File: config.mk
export PLATFORM = sky130hd
export DESIGN_NAME = bfb_queue
export DESIGN_NICKNAME = d
export VERILOG_FILES = /design/src/hw/rtl/bloom_filter_bit_array_macros.svh /design/src/hw/rtl/bfb_queue.sv
export SDC_FILE = /design/constraint.sdc
export NUM_CORES = 1
export LEC_CHECK = 0
export BUFFER_PORTS_ARGS = -buffer_cell sky130_fd_sc_hd__buf_4
export CORE_AREA = 5 5 52 54
export DETAILED_ROUTE_END_ITERATION = 10
export DIE_AREA = 0 0 57 59
export SYNTH_ARGS = -nofsm -noshare
export SYNTH_HDL_FRONTEND = slang
export SYNTH_SLANG_ARGS = --single-unit
File: constraint.sdc
create_clock -name clk -period 1.4 [get_ports clk]
set_input_delay 0.42 -clock clk [delete_from_list [all_inputs] [get_ports clk]]
set_output_delay 0.42 -clock clk [all_outputs]
set_load 0.05 [all_outputs]
File: src/hw/rtl/bloom_filter_bit_array_macros.svh
// assertion macros for the bloom filter bit array rtl
// no dependencies; included by modules that carry assertions
`ifndef BLOOM_FILTER_BIT_ARRAY_MACROS_SVH
`define BLOOM_FILTER_BIT_ARRAY_MACROS_SVH

// same-cycle implication, disabled while in reset
`define BFB_ASSERT_IMPLY(label, clk, rst_n, ante, cons) \
    label: assert property (@(posedge clk) disable iff (!rst_n) (ante) |-> (cons)) \
        else $error("bfb implication check failed");

// next-cycle implication, disabled while in reset
`define BFB_ASSERT_NEXT(label, clk, rst_n, ante, cons) \
    label: assert property (@(posedge clk) disable iff (!rst_n) (ante) |=> (cons)) \
        else $error("bfb next-cycle check failed");

`endif

File: src/hw/rtl/bfb_queue.sv
// two-entry job queue between front end and back end
// no package dependencies
module bfb_queue #(
    parameter int W = 8
) (
    input  logic         clk,
    input  logic         rst_n,
    input  logic         push,
    input  logic [W-1:0] push_data,
    output logic         full,
    input  logic         pop,
    output logic         valid,
    output logic [W-1:0] head
);
    localparam int DEPTH = 2;

    logic [W-1:0] entries [DEPTH];
    logic         wr_ptr_reg;
    logic         wr_ptr_next;
    logic         rd_ptr_reg;
    logic         rd_ptr_next;
    logic [1:0]   count_reg;
    logic [1:0]   count_next;

    assign full  = count_reg == 2'(DEPTH);
    assign valid = count_reg != 2'd0;
    assign head  = entries[rd_ptr_reg];

    always_comb
    begin
        wr_ptr_next = push ? ~wr_ptr_reg : wr_ptr_reg;
        rd_ptr_next = pop ? ~rd_ptr_reg : rd_ptr_reg;
        count_next  = count_reg + 2'(push) - 2'(pop);
    end

    always_ff @(posedge clk or negedge rst_n)
    begin
        if (!rst_n)
        begin
            wr_ptr_reg <= 1'b0;
            rd_ptr_reg <= 1'b0;
            count_reg  <= 2'd0;
        end
        else
        begin
            wr_ptr_reg <= wr_ptr_next;
            rd_ptr_reg <= rd_ptr_next;
            count_reg  <= count_next;
        end
    end

    always_ff @(posedge clk)
    begin
        if (push)
        begin
            entries[wr_ptr_reg] <= push_data;
        end
    end

endmodule

==> results.cfg <==
[timing]
post-route-period-util_pct = 125
maxSlewHeadroom_pct = 73.6
rsz0062_at_grt = true
finalWorstSetupSlack_ns = -0.355
finClkSkew_ns = 0.00779
tightest_slew_ns = 0.397
layout_min_cycle_time_ns = 1.76
fmax_mhz = 570
final_hold_viol_count = 0
timing.hold.ws_ns = 0.294
drv_slew = 0
finalSetupViolCount = 10

[power]
power.switching_w = 0.000981
p_comb_share_pct = 55.6
p_int_w = 0.00163
pwr-share-seq_pct = 33.9
p_per_area_mw_per_mm2 = 2280
ir_worst_vdd_mv = 1.11
switching_share_pct = 37.5
pwr-share-clk_pct = 10.5
cellLeakagePower_nw = 0.496
power_w = 0.00261

[hold_path]
hold_path.class = primary input to register

[global_route]
grt_max_degree = 12
grt_usage_pct = 8.21
grt-ovfl-total = 0
antenna_found_initial = 0
grt_pass1_vias = 427
grt_first_pass_wirelength_um = 1930

[setup_path]
critPathKind = register to primary output
cp.required_ns = 0.98
arrival_ns = 1.34
cpPeakStageDelay_ns = 0.43
start_kind = register
endpoint_kind = primary output
critPathMaxFanout = 5
path_cells = buf_6 -> mux2_4 -> buf_8
critPathSlowestCell = dfrtp_1

[finish]
final_area_mm2 = 0.00115
syn_to_final_growth_pct = 41.4
finalNetCount = 86
utilization_pct = 52.8
largest_reg_flops = 16
drive_gt1_share_pct = 56.3
antenna_cells = 0
nFillCells = 192

[routing]
first_pass_iters = 2
drc = 0
dr_total_vias = 421
drt_iter0_drc = 2
viasPerCell = 4.25
wl_um = 1230
postRouteAntennaNets = 0
routedWlPerCell_um = 12.4

[yosys]
synth_xor_area_share_pct = 5.09
synth_top_cell_by_area = edfxtp_1
synth_compound_area_share_pct = 0
synth_nets = 54
yosys.area_share.adder_pct = 3.09
yosysUniqueCellTypes = 11
synth_most_common_cell = edfxtp_1
ys_ff_latch = 20
seq_area_frac_synth_pct = 71.6
synth.top_cell.area_share_pct = 59.3
synth.area.mux_share_pct = 14.8
yosys.area_share.simple_pct = 3.09
synth_ff_type = edfxtp_1
syn_avg_cell_area_um2 = 20.3
synth_top_family_by_area = multiplexers
synthTopCellsByCount = 16 x edfxtp_1, 8 x mux2_4, 4 x dfrtp_1
synth_edf_count = 16
synth_warnings = 0
synthCells = 40
post_synth_instance_area_um2 = 811
ys_top_cells_by_area = edfxtp_1 59%, mux2_4 15%, dfrtp_1 12%
ys_async_sr_fraction_pct = 20.0

[floorplanning]
num_io_pins = 22
die_w_um = 57
die_y_um = 59
core-area_mm2 = 0.00217
initial_core_util_pct = 37.4
rows = 17
dieArea_mm2 = 0.00336

[status]
status = complete, but fails checks
violations = setup timing

[clock_tree]
cts_tree = done
h-tree-depth = 1
cts_sinks = 20
cts_root_buf = clkbuf_4
ctsLongestPathBuffers = 2
clock_latency_ns = 0.30
clk_pin_slew_ns = 0.11
cts_inserted_buffers = 3

[placement]
place_hpwl_um = 898
port_buffers = 21
pre_cts_ws_ns = -0.0631
dpl_cell_area_mm2 = 0.00102
gp_congestion = 0.648

[flow_run]
drv_cap = 0
-- final timing paths --
| kind | from | endpoint | slack, ns | depth (start not counted) |
|---|---|---|---|---|
| max | rd_ptr_reg | head[1] | -0.36 | 3 |
| min | push_data[5] | entries[0][5] | 0.29 | 1 |
| max reg2reg | count_reg[0] | count_reg[1] | 0.19 | 5 |
| min reg2reg | wr_ptr_reg | wr_ptr_reg | 0.50 | 1 |
| max in group asynchronous | rst_n | rd_ptr_reg | 0.84 | 2 |
| min in group asynchronous | rst_n | count_reg[1] | 0.46 | 2 |
-- through the flow --
| stage | instances | setup TNS, ns |
|---|---|---|
| after floorplan | 40 | 0 |
| after global placement | 92 | -0.242 |
| after detailed placement | 92 | -0.431 |
| after CTS | 98 | -3.08 |
| after global routing | 99 | -3.53 |
| final | 99 | -2.94 |
-- routing by layer --
metal | vias to the layer above | part of all wire [%] | global-route usage (%)
met5 | - | 0 | 0
met2 | 13 | 59 | 13.9
li1 | 205 | - | -
met1 | 199 | 31 | 7.92
met3 | 4 | 6.4 | 3.05
met4 | 0 | 2.9 | 6.95
-- layout by cell type, fill, tap and decap left out --
master / synthesis / final
edfxtp_1: 16 / 16
dfrtp_1: 4 / 4
ha_1: 2 / 2
clkbuf_4: 0 / 3
dlygate4sd3_1: 0 / 1
and2_1: 1 / 1
xor3_1: 1 / 1
or2_4: 0 / 1
nor2b_2: 0 / 1
xor2_1: 2 / 2
nor2b_1: 2 / 1
buf_4: 0 / 15
mux2_4: 8 / 8
inv_1: 2 / 2
clkbuf_1: 0 / 1
buf_6: 1 / 6
buf_8: 0 / 6
-- timing repair --
| action | 4_1_cts | 5_1_grt |
|---|---|---|
| buffers inserted | 1 | 1 |
| setup endpoints to repair | 10 | 10 |
| hold buffers | 1 | 0 |
| pin swaps | 0 | 0 |
| gates resized for setup | 15 | 4 |
| endpoints found under the hold margin | 4 | 0 |
-- power by group through the flow --
stage | clock (W) | combinational, W | sequential [W]
after floorplan | 0 | 0.000918 | 0.000872
after global placement | 0 | 0.00121 | 0.000887
after detailed placement | 0 | 0.00122 | 0.000893
after CTS | 0.000295 | 0.00141 | 0.000884
after global routing | 0.000324 | 0.00153 | 0.000898
final | 0.000274 | 0.00145 | 0.000886
-- cells by family (layout without fill, tap and decap cells) --
kind of cell / count (synthesis) / in the layout
XOR/XNOR: 3 / 3
adder cells (fa/ha/maj): 2 / 2
buffers and inverters: 3 / 34
flip-flops: 20 / 20
multiplexers: 8 / 8
AND/OR/NAND/NOR: 4 / 4
-- critical path: cells and delay by family (launching register included) --
| family | cells | cell delay (ns) |
|---|---|---|
| buffers and inverters | 2 | 0.30 |
| flip-flops | 1 | 0.43 |
| multiplexers | 1 | 0.30 |
-- final cells by class --
type	instances	area, um^2	area share [%]
clock buffers	4	26.3	2.29
inverters	2	7.51	0.655
multi-input cells	17	216	18.9
flip-flops and latches	20	581	50.7
well taps	28	35.0	3.06
repair buffers	28	280	24.5
No activity file was read; power rests on OpenSTA's default activity.
