### config.mk
export PLATFORM = sky130hd
export DESIGN_NAME = bfb_mod_unit
export DESIGN_NICKNAME = d
export VERILOG_FILES = /design/src/hw/rtl/bloom_filter_bit_array_macros.svh /design/src/hw/rtl/bfb_pkg.sv /design/src/hw/rtl/bfb_mod_unit.sv
export SDC_FILE = /design/constraint.sdc
export NUM_CORES = 1
export LEC_CHECK = 0
export ABC_CLOCK_PERIOD_IN_PS = 3000
export BUFFER_PORTS_ARGS = -buffer_cell sky130_fd_sc_hd__buf_4
export CORE_MARGIN = 5
export CORE_UTILIZATION = 30
export CTS_CLUSTER_SIZE = 24
export DETAILED_ROUTE_END_ITERATION = 12
export PLACE_DENSITY_LB_ADDON = 0.2
export SETUP_SLACK_MARGIN = 0.02
export SLEW_MARGIN = 20
export SYNTH_ARGS = -nofsm -noshare
export SYNTH_HDL_FRONTEND = slang
export SYNTH_SLANG_ARGS = --single-unit
### constraint.sdc
create_clock -name clk -period 3 [get_ports clk]
set_clock_uncertainty 0.05 [all_clocks]
set_input_delay 0.3 -clock clk [delete_from_list [all_inputs] [get_ports clk]]
set_output_delay 0.3 -clock clk [all_outputs]
set_load 0.01 [all_outputs]
### src/hw/rtl/bloom_filter_bit_array_macros.svh
// assertion macros for the bloom filter bit array rtl
// no dependencies; included by modules that carry assertions
`ifndef BLOOM_FILTER_BIT_ARRAY_MACROS_SVH
`define BLOOM_FILTER_BIT_ARRAY_MACROS_SVH

// same-cycle implication, disabled while in reset
`define BFB_ASSERT_IMPLY(label, clk, rst_n, ante, cons) \
    label: assert property (@(posedge clk) disable iff (!rst_n) (ante) |-> (cons)) \
        else $error("bfb implication check failed");

// next-cycle implication, disabled while in reset
`define BFB_ASSERT_NEXT(label, clk, rst_n, ante, cons) \
    label: assert property (@(posedge clk) disable iff (!rst_n) (ante) |=> (cons)) \
        else $error("bfb next-cycle check failed");

`endif

### src/hw/rtl/bfb_pkg.sv
// shared types, codes and widths for the bloom filter bit array
// no dependencies; imported by every rtl module of the block except bfb_queue
package bfb_pkg;

    localparam int DEFAULT_MAX_BYTES = 4096;

    localparam int BB_W       = 13;
    localparam int WO_W       = 12;
    localparam int HC_W       = 6;
    localparam int HASH_W     = 32;
    localparam int POS_W      = 64;
    localparam int OP_W       = 2;
    localparam int CFG_IDX_W  = 2;
    localparam int CFG_DATA_W = 13;
    localparam int IN_DATA_W  = POS_W + 2 * HASH_W;
    localparam int OUT_DATA_W = 8;

    localparam logic [OP_W-1:0] OP_ADD   = 2'd0;
    localparam logic [OP_W-1:0] OP_SET   = 2'd1;
    localparam logic [OP_W-1:0] OP_CHECK = 2'd2;

    localparam logic [CFG_IDX_W-1:0] CFG_BITMAP_BYTES  = 2'd0;
    localparam logic [CFG_IDX_W-1:0] CFG_WINDOW_OFFSET = 2'd1;
    localparam logic [CFG_IDX_W-1:0] CFG_HASH_COUNT    = 2'd2;

    localparam logic [BB_W-1:0] BITMAP_BYTES_RST  = 13'd4096;
    localparam logic [WO_W-1:0] WINDOW_OFFSET_RST = 12'd0;
    localparam logic [HC_W-1:0] HASH_COUNT_RST    = 6'd1;

    typedef enum logic [1:0] {
        JOB_NONE  = 2'd0,
        JOB_ADD   = 2'd1,
        JOB_SET   = 2'd2,
        JOB_CHECK = 2'd3
    } job_kind_t;

    typedef struct packed {
        job_kind_t         kind;
        logic [2:0]        bit_sel;
        logic              last;
        logic [HASH_W-1:0] first_hash;
        logic [HASH_W-1:0] second_hash;
    } job_t;

endpackage

### src/hw/rtl/bfb_mod_unit.sv
// bit-serial signed remainder unit: one quotient bit per cycle, then sign fix-up
// depends on bfb_pkg
module bfb_mod_unit #(
    parameter int MAX_BYTES = bfb_pkg::DEFAULT_MAX_BYTES,
    localparam int MOD_W = $clog2(MAX_BYTES + 1) + 3
) (
    input  logic                       clk,
    input  logic                       rst_n,
    input  logic                       start,
    input  logic [bfb_pkg::HASH_W-1:0] dividend,
    input  logic [MOD_W-1:0]           modulus,
    output logic                       done,
    output logic [MOD_W-1:0]           result
);
    import bfb_pkg::*;

    localparam int CNT_W = $clog2(HASH_W);

    typedef enum logic [2:0] {
        MD_IDLE = 3'b001,
        MD_RUN  = 3'b010,
        MD_FIX  = 3'b100
    } md_state_t;

    md_state_t         state_reg;
    md_state_t         state_next;
    logic [CNT_W-1:0]  cnt_reg;
    logic [CNT_W-1:0]  cnt_next;
    logic              done_reg;
    logic              done_next;
    logic [HASH_W-1:0] dvd_reg;
    logic [HASH_W-1:0] dvd_next;
    logic [MOD_W-1:0]  rem_reg;
    logic [MOD_W-1:0]  rem_next;
    logic              neg_reg;
    logic              neg_next;
    logic [MOD_W-1:0]  result_reg;
    logic [MOD_W-1:0]  result_next;

    logic [MOD_W:0]    trial;
    logic [MOD_W:0]    trial_diff;
    logic              trial_ge;

    assign done   = done_reg;
    assign result = result_reg;

    always_comb
    begin
        state_next  = state_reg;
        cnt_next    = cnt_reg;
        done_next   = 1'b0;
        dvd_next    = dvd_reg;
        rem_next    = rem_reg;
        neg_next    = neg_reg;
        result_next = result_reg;

        trial      = {rem_reg, dvd_reg[HASH_W-1]};
        trial_ge   = trial >= {1'b0, modulus};
        trial_diff = trial - {1'b0, modulus};

        unique case (state_reg)
            MD_IDLE:
            begin
                if (start)
                begin
                    // work on the magnitude, remember the sign for the fix-up
                    neg_next   = dividend[HASH_W-1];
                    dvd_next   = dividend[HASH_W-1] ? (~dividend + 1'b1) : dividend;
                    rem_next   = '0;
                    cnt_next   = '0;
                    state_next = MD_RUN;
                end
            end
            MD_RUN:
            begin
                rem_next = trial_ge ? trial_diff[MOD_W-1:0] : trial[MOD_W-1:0];
                dvd_next = {dvd_reg[HASH_W-2:0], 1'b0};
                cnt_next = cnt_reg + 1'b1;
                if (cnt_reg == CNT_W'(HASH_W - 1))
                begin
                    state_next = MD_FIX;
                end
            end
            MD_FIX:
            begin
                // truncating remainder of a negative value is folded back into range
                result_next = (neg_reg && (rem_reg != '0)) ? (modulus - rem_reg) : rem_reg;
                done_next   = 1'b1;
                state_next  = MD_IDLE;
            end
            default:
            begin
                state_next = MD_IDLE;
            end
        endcase
    end

    always_ff @(posedge clk or negedge rst_n)
    begin
        if (!rst_n)
        begin
            state_reg <= MD_IDLE;
            cnt_reg   <= '0;
            done_reg  <= 1'b0;
        end
        else
        begin
            state_reg <= state_next;
            cnt_reg   <= cnt_next;
            done_reg  <= done_next;
        end
    end

    always_ff @(posedge clk)
    begin
        dvd_reg    <= dvd_next;
        rem_reg    <= rem_next;
        neg_reg    <= neg_next;
        result_reg <= result_next;
    end

endmodule

==> impl_results.md <==
- Port Buffers: 67
- Drt pass-1 iters: 5
- Critical path class: flip-flop to flip-flop
- Synth Area in Simple Gates: 0.172
- Worst setup startpoint: rem_reg[0]
- Largest net degree at the start of global routing: 66
- Synthesized cell area: 0.00530 mm²
- Fmax: 348 MHz
- Hold Crit Start: dividend[0]
- Synth Instances: 564
- Number of H-tree levels: 3
- Setup crit end kind: flip-flop
- Site Rows: 48
- Final period utilization: 0.959
- Average wire per standard cell: 14.2 µm
- Fin. Hold Viols: 0
- GRT overflow: 0
- Die area: 0.0204 mm²
- Sink Count: 74
- CTS Buffer Depth: 2
- CTS root buffer: clkbuf_16
- Setup TNS: 0 ns
- Power Dens Cells: 840 mW/mm²
- Placed cell count: 856
- Seq/Total Area, Yosys: 0.411
- Syn nets: 651
- Net count, final: 736
- Drc violations: 0
- RSZ-0062 raised after global routing: yes
- Initial DRC Count: 193
- Max FFs per register: 32
- Initial Util: 0.306
- Post-synthesis adder-cell area fraction: 0.0879
- Final Slew Violations: 0
- CTS tree: done
- CTS buffer count: 9
- CTS clock-pin slew for the worst setup and hold paths: 0.06 ns
- Initial antenna violation count: 0
- Compound-Gate Fraction of Synth Area: 0.181
- Die Ht: 143 µm
- Dominant cell type by area after synthesis: edfxtp_1
- Post-layout util: 0.382
- Post-DRT Antenna Nets: 0
- Ys flop type: edfxtp_1
- Global-route wire length before repair: 20400 µm
- Share of layout cells above drive strength 1: 0.200
- Worst EP arrival: 2.90 ns
- Min Tclk post-route: 2.88 ns
- Final non-filler cell total: 879
- Leading post-synthesis cells by cell area: edfxtp_1 (37%), ha_1 (8.0%), xor2_1 (6.3%)
- Synthesized area per cell: 9.39 µm²
- Routed vias: 4288
- Vias per cell: 4.88
- Synth warnings: 0
- RR Startpoint: rem_reg[0]
- Worst slew margin: 0.507
- Area of the multi-input gates: 0.00296 mm²
- Peak supply drop: 0.376 mV
- Crit path max fanout: 5
- Post-synth top area share: 0.368
- Status: finished, final reports clean
- Static leakage power: 0.00267 µW
- CP Data Required Time: 3.02 ns
- GP Congestion: 0.918
- Slew @ Worst Pin: 0.730 ns
- I/O pin total: 68
- # diodes: 0
- DP Wirelength: 9190 µm
- Synth async-reset ratio: 0.122
- Synthesized flop and latch total: 74
- Hold Crit Class: input port to flip-flop
- Synth unique cells: 63
- Startpoint types: flip-flop
- Max-cap violations: 0
- Area Overhead vs Synth: 24.6%
- Multiplexer share of the synthesized area: 0.0248
- EDFF count, synth: 65
- Post-synthesis xor/xnor area fraction: 0.0794
- Largest family of logic cells by synthesized area: compound AO/OA/AOI/OAI gates
- Final setup fails: 0
- Fillers: 1755
- Worst skew pair latency: 0.34 ns
- Gr usage total: 0.124
- Total wire length: 12500 µm
- Sequential cell area: 0.00218 mm²
- CORE AREA: 0.0173 mm²
- Vias in the first global route: 4250
- Die width: 143 µm
-- power by group --
group	switching, µW	total [µW]	internal (µW)
sequential	164	1760	1600
combinational	1530	2720	1190
clock	419	1060	642
total	2110	5540	3430
-- final timing paths --
check,endpoint,slack [ns],cells past startpoint
worst max-delay path,rem_reg[7],0.12,11
worst min-delay path,dvd_reg[0],0.26,3
worst max register to register,rem_reg[7],0.12,11
worst min register to register,done,0.43,1
max in group asynchronous,state_reg[0],2.41,2
min in group asynchronous,cnt_reg[3],0.27,2
-- cells in the final DEF, fill, tap and decap left out, types with 3 or more instances in the layout --
cell / n
o31ai_2: 3
o41ai_1: 4
xnor2_1: 10
o31ai_1: 10
a21o_1: 7
inv_1: 38
o21ai_0: 53
mux2i_1: 12
clkbuf_16: 11
o21a_1: 4
nand2b_1: 10
o211ai_1: 4
ha_1: 34
a211oi_1: 4
nand3_1: 7
edfxtp_1: 65
nor2_1: 46
xor2_1: 38
dfrtp_1: 8
nand2_1: 72
or4_1: 6
nor3_1: 7
buf_4: 87
a21oi_1: 25
o21ai_1: 15
nand4_1: 4
nor4_1: 7
-- cell usage after synthesis, types with 3 or more instances --
master    instances
nor4_1            7
or4_1             6
clkbuf_1         15
nor3_1            7
o21a_1            4
a21o_1            7
xor2_1           38
o41ai_1           4
a21oi_1          25
o211ai_1          4
nand2b_1         10
nand2_1          72
nor2_1           46
a31oi_1           3
nand4_1           4
a211oi_1          4
o21ai_1          15
inv_1            39
dfrtp_1           8
o31ai_1          11
o21ai_0          53
edfxtp_1         65
xnor2_1          10
o31ai_2           3
mux2i_1          12
ha_1             34
nand3_1           7
-- metal layers --
| metal | global-route usage | vias up | part of all wire |
|---|---|---|---|
| met3 | 0.0372 | 21 | 0.058 |
| met5 | 0 | - | 0 |
| li1 | - | 2211 | - |
| met1 | 0.163 | 1950 | 0.48 |
| met4 | 0.0385 | 0 | 0.020 |
| met2 | 0.196 | 106 | 0.44 |
-- critical path: stages (launching register included) --
cell and delay [ns]:
edfxtp_1 0.40, buf_6 0.15, ha_1 0.28, nor2b_4 0.14
o31ai_4 0.33, a31oi_4 0.17, o211ai_4 0.22, a21oi_4 0.09
a31oi_4 0.29, clkbuf_16 0.22, mux2i_1 0.19, nor2_1 0.06
-- cells by family (layout without fill, tap and decap cells) --
logic type	after synthesis	in the layout
AOI/OAI and AO/OA	150	150
xor gates and xnor gates	48	48
adders and majority gates	36	36
buffers and inverters	57	147
DFF	74	74
muxes	13	13
and+or+nand+nor	186	186
-- metrics by stage --
stage / setup WS [ns] / total power [µW] / hold slack, ns / area [µm²]
2_1_floorplan: 0.149 / 3620 / -0.0456 / 5300
3_3_place_gp: -0.0151 / 4250 / 0.0784 / 6150
3_5_place_dp: -0.0502 / 4290 / 0.0804 / 6150
4_1_cts: 0.0520 / 5390 / 0.241 / 6450
5_1_grt: -0.00516 / 6000 / 0.258 / 6600
6_report: 0.123 / 5540 / 0.256 / 6600
-- layout make-up --
type	instances	share of cell area
flip-flops and latches	74	0.330
clock buffers	11	0.0353
clock inverters	5	0.00834
repair buffers	92	0.113
well taps	225	0.0427
inverters	39	0.0222
multi-input cells	433	0.449
-- what timing repair did --
action                                  in CTS  in global routing
hold endpoints to repair                     9                  0
endpoints found under the setup margin       0                 13
hold buffers                                 1                  0
gates resized for setup                      0                 11
buffers inserted                             0                  4
No activity file was read; power rests on OpenSTA's default activity.
