<file path="src/hw/rtl/bloom_filter_bit_array_macros.svh">
// assertion macros for the bloom filter bit array rtl
// no dependencies; included by modules that carry assertions
`ifndef BLOOM_FILTER_BIT_ARRAY_MACROS_SVH
`define BLOOM_FILTER_BIT_ARRAY_MACROS_SVH

// same-cycle implication, disabled while in reset
`define BFB_ASSERT_IMPLY(label, clk, rst_n, ante, cons) \
    label: assert property (@(posedge clk) disable iff (!rst_n) (ante) |-> (cons)) \
        else $error("bfb implication check failed");

// next-cycle implication, disabled while in reset
`define BFB_ASSERT_NEXT(label, clk, rst_n, ante, cons) \
    label: assert property (@(posedge clk) disable iff (!rst_n) (ante) |=> (cons)) \
        else $error("bfb next-cycle check failed");

`endif

</file>
<file path="src/hw/rtl/bfb_pkg.sv">
// shared types, codes and widths for the bloom filter bit array
// no dependencies; imported by every rtl module of the block except bfb_queue
package bfb_pkg;

    localparam int DEFAULT_MAX_BYTES = 4096;

    localparam int BB_W       = 13;
    localparam int WO_W       = 12;
    localparam int HC_W       = 6;
    localparam int HASH_W     = 32;
    localparam int POS_W      = 64;
    localparam int OP_W       = 2;
    localparam int CFG_IDX_W  = 2;
    localparam int CFG_DATA_W = 13;
    localparam int IN_DATA_W  = POS_W + 2 * HASH_W;
    localparam int OUT_DATA_W = 8;

    localparam logic [OP_W-1:0] OP_ADD   = 2'd0;
    localparam logic [OP_W-1:0] OP_SET   = 2'd1;
    localparam logic [OP_W-1:0] OP_CHECK = 2'd2;

    localparam logic [CFG_IDX_W-1:0] CFG_BITMAP_BYTES  = 2'd0;
    localparam logic [CFG_IDX_W-1:0] CFG_WINDOW_OFFSET = 2'd1;
    localparam logic [CFG_IDX_W-1:0] CFG_HASH_COUNT    = 2'd2;

    localparam logic [BB_W-1:0] BITMAP_BYTES_RST  = 13'd4096;
    localparam logic [WO_W-1:0] WINDOW_OFFSET_RST = 12'd0;
    localparam logic [HC_W-1:0] HASH_COUNT_RST    = 6'd1;

    typedef enum logic [1:0] {
        JOB_NONE  = 2'd0,
        JOB_ADD   = 2'd1,
        JOB_SET   = 2'd2,
        JOB_CHECK = 2'd3
    } job_kind_t;

    typedef struct packed {
        job_kind_t         kind;
        logic [2:0]        bit_sel;
        logic              last;
        logic [HASH_W-1:0] first_hash;
        logic [HASH_W-1:0] second_hash;
    } job_t;

endpackage

</file>
<file path="src/hw/rtl/bfb_front.sv">
// front end: classifies an incoming item into a job and resolves its window address
// depends on bfb_pkg
module bfb_front #(
    parameter int MAX_BYTES = bfb_pkg::DEFAULT_MAX_BYTES,
    localparam int ADDR_W = (MAX_BYTES > 1) ? $clog2(MAX_BYTES) : 1,
    localparam int SIZE_W = $clog2(MAX_BYTES + 1)
) (
    input  logic [bfb_pkg::OP_W-1:0]   operation,
    input  logic [bfb_pkg::POS_W-1:0]  position,
    input  logic [bfb_pkg::HASH_W-1:0] first_hash,
    input  logic [bfb_pkg::HASH_W-1:0] second_hash,
    input  logic                       last_in_batch,
    input  logic [SIZE_W-1:0]          size,
    input  logic [bfb_pkg::WO_W-1:0]   window_offset,
    input  logic [bfb_pkg::HC_W-1:0]   hash_count,
    output bfb_pkg::job_t              job,
    output logic [ADDR_W-1:0]          byte_addr
);
    import bfb_pkg::*;

    localparam int CMP_W = ((SIZE_W > WO_W) ? SIZE_W : WO_W) + 1;

    logic [CMP_W-1:0] size_ext;
    logic [CMP_W-1:0] off_ext;
    logic [CMP_W-1:0] limit;
    logic [CMP_W-1:0] pos_byte;
    logic [CMP_W-1:0] addr_sum;
    logic             off_ok;
    logic             pos_hi_zero;
    logic             in_window;

    always_comb
    begin
        size_ext    = CMP_W'(size);
        off_ext     = CMP_W'(window_offset);
        pos_byte    = CMP_W'(position[3 +: SIZE_W]);
        off_ok      = off_ext < size_ext;
        limit       = size_ext - off_ext;
        // byte index bits above the size range must all be clear
        pos_hi_zero = ~|position[POS_W-1:3+SIZE_W];
        in_window   = off_ok && pos_hi_zero && (pos_byte < limit);
        addr_sum    = off_ext + pos_byte;
        byte_addr   = addr_sum[ADDR_W-1:0];

        job.bit_sel     = position[2:0];
        job.last        = last_in_batch;
        job.first_hash  = first_hash;
        job.second_hash = second_hash;
        unique case (operation)
            OP_ADD:   job.kind = ((size != '0) && (hash_count != '0)) ? JOB_ADD : JOB_NONE;
            OP_SET:   job.kind = in_window ? JOB_SET : JOB_NONE;
            OP_CHECK: job.kind = in_window ? JOB_CHECK : JOB_NONE;
            default:  job.kind = JOB_NONE;
        endcase
    end

endmodule

</file>
<file path="config.mk">
export PLATFORM = sky130hd
export DESIGN_NAME = bfb_front
export DESIGN_NICKNAME = d
export VERILOG_FILES = /design/src/hw/rtl/bloom_filter_bit_array_macros.svh /design/src/hw/rtl/bfb_pkg.sv /design/src/hw/rtl/bfb_front.sv
export SDC_FILE = /design/constraint.sdc
export NUM_CORES = 1
export LEC_CHECK = 0
export BUFFER_PORTS_ARGS = -buffer_cell sky130_fd_sc_hd__buf_2
export CORE_AREA = 2 2 95 97
export DETAILED_ROUTE_END_ITERATION = 16
export DIE_AREA = 0 0 97 99
export SLEW_MARGIN = 10
export SYNTH_ARGS = -nofsm -noshare
export SYNTH_HDL_FRONTEND = slang
export SYNTH_SLANG_ARGS = --single-unit
</file>
<file path="constraint.sdc">
create_clock -name vclk -period 5.7
set_clock_uncertainty 0.2 [all_clocks]
set_input_delay 1.14 -clock vclk [all_inputs]
set_output_delay 1.14 -clock vclk [all_outputs]
set_load 0.02 [all_outputs]
</file>
==> impl_results.md, run 1 <==
- Share of the synthesized area in the top cell type: around 24%
- Met3 GRT Util: 1.42%
- Top cells by area, synth: buf_4 (24%), ha_1 (21%), a21oi_1 (4.5%), inv_1 (4.5%), nor4_1 (4.2%)
- DRT iter0 DRCs: 53
- Vias in the first global route: 2065
- Avg Inst Size Synth: 7.30 um2
- Vias: roughly 2.1k
- First-pass GRT wire length: approximately 9.3 mm
- Fin crit share: 96.4%
- Number of diodes: 0
- Tot GR Track Use: 11.5%
- Core Area: 8550 um2
- Clock Buffer Count: 0
- Hold Path Cell Cnt: 0
- # setup viols final: 0
- Syn-to-layout area delta: 11.1%
- Global route hottest layer: met2
- Max FO, Critical Path: 3
- Status: finished clean
- Worst endpoint data arrival time: just over 4000 ps
- Drt drc: 0
- Max Cap Viol: 0
- GRT met1 Usage: between 10% and 20%
- PortBufs: 108
- Worst slew margin: 64.9%
- P per Cell Area: 114 nW/um2
- Grt total ovfl: 0
- Setup CP Type: input pin to primary output
- VDD IR max: 0.0000191 V
- Final count of hold timing violations: 0
- Placer congestion estimate: around 0.87
- Register area: 0 um2
- Full die area: 9600 um2
- Leakage power: 1.18 nW
- Netlist Area Pre-Place: 2100 um2
- Largest net degree at the start of global routing: 7
- Proportion of layout cells with a drive suffix above 1: approximately 40%
- Initial Utilization: 24.6%
- Yosys top cell by area: buf_4
- Worst hold start: second_hash[11]
- FFs & Latches: 0
- Initial antenna violation count: 0
- Hold Path End: job[11]
- Register area share after synthesis: 0%
- RSZ-0062 raised after global routing: false
- Final Power: about 270 uW
- GR Util met2: 24.9%
- Rows: 34
- Setup TNS: 0 ps
- Syn nets: slightly below 500
- Avg WL per Cell: 13.7 um
- Slew @ Worst Pin: approximately 520 ps
- Ys Warns: 0
- Syn Inst Count: 288
- Final design utilization: 27.3%
- Remaining antenna violation count: 0
- HP Class: input pin to primary output
- Synth cell types: 42
- Final nets: 531
- DIE WIDTH: 97 um
- Drt first pass iters: 4
- DRT Wirelength: around 6.0 mm
- Critical Path RT: approximately 4400 ps
- Pins Over Slew Limit: 0
- Final HPWL DP: 5.49 mm
- Non-filler cells, final: about 440
- DR vias/cell: 4.82
- Max Freq: 182 MHz
- Minimum clock period: roughly 5500 ps
- I/O pin total: 244
- Die height: 99 um
- Worst setup EP type: primary output
- Critical Path Source Type: input pin
- Placed cell count: ~440
==> worst max path at each step <==
stage,startpoint,endpoint
3_5_place_dp,size[0],job[68]
3_3_place_gp,size[0],job[68]
5_1_grt,size[0],job[68]
4_1_cts,size[0],job[68]
2_1_floorplan,size[0],job[69]
6_report,size[0],job[68]
==> per-layer routing <==
layer | vias up | wire length, um | share of wire, %
met3 | 22 | 329 | 5.5
met4 | 0 | 116 | 1.9
met5 | - | 0 | 0
met1 | 950 | 2280 | 38
li1 | 1052 | - | -
met2 | 88 | 3290 | 55
==> Yosys cell counts (all sizes together) (4+ instances only) <==
library cell,n
a21o,6
nand3,6
nor4,18
ha,35
xor2,8
xnor2,10
a21oi,20
a211oi,4
buf,68
nor2,15
nand2,11
o21ai,17
nor3,9
inv,25
nand4,6
o21a,5
==> power breakdown <==
| group | switching, mW | total, mW | internal, mW | leakage [nW] |
|---|---|---|---|---|
| sequential | 0 | 0 | 0 | 0 |
| clock | 0 | 0 | 0 | 0 |
| combinational | 0.147 | 0.266 | 0.119 | 1.18 |
| total | 0.147 | 0.266 | 0.119 | 1.18 |
==> placed cells by master, fill, tap and decap left out, types with 2 or more instances in the layout <==
master,count
o21bai_1,2
a21o_1,6
nor4_2,5
o21ai_1,4
nor3_1,9
a21oi_2,3
nand3_1,6
nand2_1,11
o21ai_0,11
nor4_1,13
xor2_1,8
nor2b_1,2
a21oi_1,17
xnor2_1,10
buf_2,108
ha_1,34
a211oi_1,2
nand4_1,5
o21ai_2,2
buf_4,2
nor2_1,15
o31ai_2,2
a211oi_2,2
or4_1,2
o21a_1,5
inv_2,2
inv_1,23
==> what timing repair did <==
item                                    4_1_cts  5_1_grt
endpoints found under the setup margin        0        2
resized for setup                             0       13
hold buffers                                  0        0
hold endpoints to repair                      0        0
setup buffers                                 0        2
==> worst max-delay path: stages <==
cell	delay [ps]
buf_2	110
inv_2	60
ha_4	130
inv_2	40
fa_2	410
a211oi_2	300
o21ai_2	100
buf_4	140
a211oi_2	220
o21bai_1	110
a21oi_1	180
xor2_1	90
ha_1	180
a21o_1	170
a21oi_1	130
o31a_1	180
o21ai_2	80
o41ai_2	190
buf_2	210
==> per-stage QoR <==
step | cell area [um2] | setup WS, ps | hold WS [ps]
after global placement | 2270 | 218 | 2080
final | 2340 | 207 | 2080
after detailed placement | 2270 | 58.9 | 2080
after global routing | 2340 | 4.95 | 2080
after floorplan | 2100 | 410 | 2190
after CTS | 2270 | 35.8 | 2080
==> area by class of cell <==
| cell class | instances | area, um2 |
|---|---|---|
| multi-input cells | 195 | 1550 |
| well taps | 108 | 135 |
| inverters | 25 | 93.8 |
| fillers | 946 | 6210 |
| repair buffers | 110 | 556 |
==> kinds of logic (layout without fill, tap and decap cells) <==
family	count (synthesis)	in the layout	share of synthesized area, %
buf+inv	93	135	28.8
simple gates	75	75	20.5
xor+xnor	18	18	7.50
compound gates	65	65	20.5
fa+ha+maj	37	37	22.7
Note: power is estimated with default switching activity, not from simulation.
==> inputs of run 2 (changes only) <==
Settings changed: ABC_AREA from default to 1, CORE_AREA 2 2 95 97 to 2 2 94 96, DIE_AREA 0 0 97 99 to 0 0 96 98, PLACE_DENSITY_LB_ADDON from default to 0.2.
==> run 2 against run 1 <==
Against the previous run: design area is 0.91% higher; critical endpoint unchanged; largest cell class unchanged; combinational power is 3% lower; first-iteration DRC count is 3.8% lower; cell count is 13% higher; highest routed layer unchanged.
==> impl_results.md, run 2 <==
- Final HPWL DP: 5.57 mm (+1.5%)
- Commonest cells in the netlist: buf_4 (68), nand2_1 (53), nor2_1 (45)
- Minimum clock period: 4870 ps (-628 ps)
- Critical Path RT: 4360 ps (about the same)
- P per Cell Area: 109 nW/um2 (-3.9%)
- Largest net degree at the start of global routing: 7 (unchanged)
- # setup viols final: 0 (unchanged)
- Top delay family on crit path: adder cells
- Grt total ovfl: 0 (unchanged)
- Initial Utilization: 25.9% (+1.3 points)
- Vias in the first global route: 2089 (+1.2%)
- Syn nets: 545 (+12%)
- Register area share after synthesis: 0% (unchanged)
- Dpl ws: 837 ps (+779 ps)
- Buf+Inv Stages, Crit Path: 4 (-1)
- Max Cap Viol: 0 (unchanged)
- First-pass GRT wire length: 9.40 mm (+1.0%)
- Crit-path cells: buf_2, inv_1, ha_1, inv_1, fa_1, nand3_1, nand2_2, a21oi_1, o21ai_2, nand2_1, nand2_1, nand2_1, nand2_1, ha_1, nand2_1, nor2_2, nor2_2, nand4_1, nand2_1, buf_2
- Count leader, synth: buf_4
- Proportion of layout cells with a drive suffix above 1: 33.9% (-6.1 points)
- Drt drc: 0 (unchanged)
- Cts hold-fix bufs: 0 (unchanged)
- Full die area: 9410 um2 (-2.0%)
- Vias: 2184 (+3.4%)
- Top cells by area, synth: buf_4 (23%), ha_1 (20%), nand2_1 (9.1%), nor2_1 (7.7%), inv_1 (6.3%)
- Placer congestion estimate: 0.830 (-4.8%)
- Drt first pass iters: 4 (unchanged)
- Setup TNS: 0 ps (unchanged)
- Yosys top cell by area: buf_4
- CP startpoint: size[0]
- RSZ-0062 raised after global routing: false
- Final nets: 587 (+11%)
- Register area: 0 um2 (unchanged)
- DRT Wirelength: 5.94 mm (-1.3%)
- PortBufs: 108 (unchanged)
- XOR/XNOR Fraction of Synth Area: 8.39% (+0.89 points)
- Max Freq: 206 MHz (+13%)
- Netlist Area Pre-Place: 2190 um2 (+4.3%)
- Combinational family with the most area after synthesis: buffers and inverters
- Max FO, Critical Path: 3 (unchanged)
- Initial antenna violation count: 0 (unchanged)
- Rows: 34 (unchanged)
- Syn Inst Count: 346 (+20%)
- Post-CTS Setup Inserts: 0 (unchanged)
- Setup CP Type: input pin to primary output
- Fin crit share: 85.4% (-11 points)
- Resize count post-CTS: 0 (unchanged)
- Filler Cell Count: 986 (+4.2%)
- I/O pin total: 244 (unchanged)
- Worst endpoint data arrival time: 3530 ps (-620 ps)
- Worst slew margin: 64.0% (-0.88 points)
- DRT iter0 DRCs: 51 (-3.8%)
- DIE WIDTH: 96 um (-1.0%)
- Share of the synthesized area in the top cell type: 23.3% (-1.0 points)
- Hold Path Cell Cnt: 0 (unchanged)
- Most common cell on crit path: nand2_1
- Min Hold Slack: 2080 ps (unchanged)
- Hold Path End: job[0]
- Post-synthesis mux area share: 0% (unchanged)
- Non-filler cells, final: 494 (+13%)
- Crit path largest cell delay: 410 ps (about the same)
- Slew @ Worst Pin: 534 ps (+13.0 ps)
- Commonest non-fill, non-tap cell in the layout: buf_2
- Critical path's slowest cell: fa_1
- Number of diodes: 0 (unchanged)
- Worst setup EP type: primary output
- HP Class: input pin to primary output
- FFs & Latches: 0 (unchanged)
- Clock Buffer Count: 0 (unchanged)
- Leakage power: 1.31 nW (+11%)
- Pins Over Slew Limit: 0 (unchanged)
- Syn-to-layout area delta: 7.53%
- Critical Path Source Type: input pin
- Synth Area in Compound Gates: 10.7% (-9.8 points)
- Worst hold start: second_hash[0]
- Worst setup margin: 835 ps (+628 ps)
- Final count of hold timing violations: 0 (unchanged)
- VDD IR max: 0.0000282 V (+47%)
- Post-synthesis adder-cell area fraction: 21.8% (-0.93 points)
- Status: finished clean
- Simple-gate share of the synthesized area: 29.2% (+8.6 points)
- DR vias/cell: 4.42 (-8.3%)
- Placed cell count: 494 (+13%)
- Remaining antenna violation count: 0 (unchanged)
- Core Area: 8470 um2 (-1.0%)
- Leading cell types in the layout, fill and taps excluded: buf_2 (108), nand2_1 (53), nor2_1 (45)
- Synth cell types: 29 (-31%)
- Ys Warns: 0 (unchanged)
- Avg WL per Cell: 12.0 um (-12%)
- Die height: 98 um (-1.0%)
- Avg Inst Size Synth: 6.34 um2 (-13%)
- Tot GR Track Use: 12.2% (+0.67 points)
==> run 2: cell count changes after synthesis, sizes merged, moves of 4 or more <==
cell,previous run,this run
nand4,6,13
o21a,5,1
a21o,6,1
a21oi,20,24
nand2,11,61
a211oi,4,0
o21ai,17,8
nor3,9,2
inv,25,39
nor2,15,51
nor4,18,5
==> run 2: power by group <==
group,internal [mW],switching (mW),total [mW]
combinational,0.109,0.148,0.258
clock,0,0,0
sequential,0,0,0
==> run 2: area by class of cell <==
type	count	area (um2)	area share (%)
Timing Repair Buffer	108	541	22.9
Inverter	39	146	6.21
Multi-Input combinational cell	239	1540	65.1
Tap cell	108	135	5.73
==> run 2: worst max path at each step <==
stage | endpoint | slack, ps | cells past startpoint
after floorplan | job[69] | 1180 | 18
after global placement | job[68] | 860 | 20
after detailed placement | job[68] | 840 | 20
after CTS | job[68] | 830 | 20
after global routing | job[68] | 620 | 20
final | job[68] | 830 | 20
==> run 2: routing by layer <==
layer	vias to the layer above	routed length, um	GRT usage [%]
met5	-	0	0
met4	0	69	1.65
met3	18	685	3.78
met2	108	2730	21.1
met1	912	2450	15.1
li1	1146	-	-
==> run 2: per-stage QoR <==
step	utilization (%)	power (mW)	cell area, um2
after floorplan	-	0.242	2190
after global placement	27.8	0.259	2360
after detailed placement	27.8	0.260	2360
after CTS	27.8	0.262	2360
after global routing	27.8	0.296	2360
final	27.8	0.258	2360
==> run 2: cell families (layout without fill, tap and decap cells) <==
family,after synthesis,after routing
XOR/XNOR,21,21
AO/OA/AOI/OAI,40,40
AND/OR/NAND/NOR,141,141
buffers and inverters,107,147
adder cells (fa/ha/maj),37,37
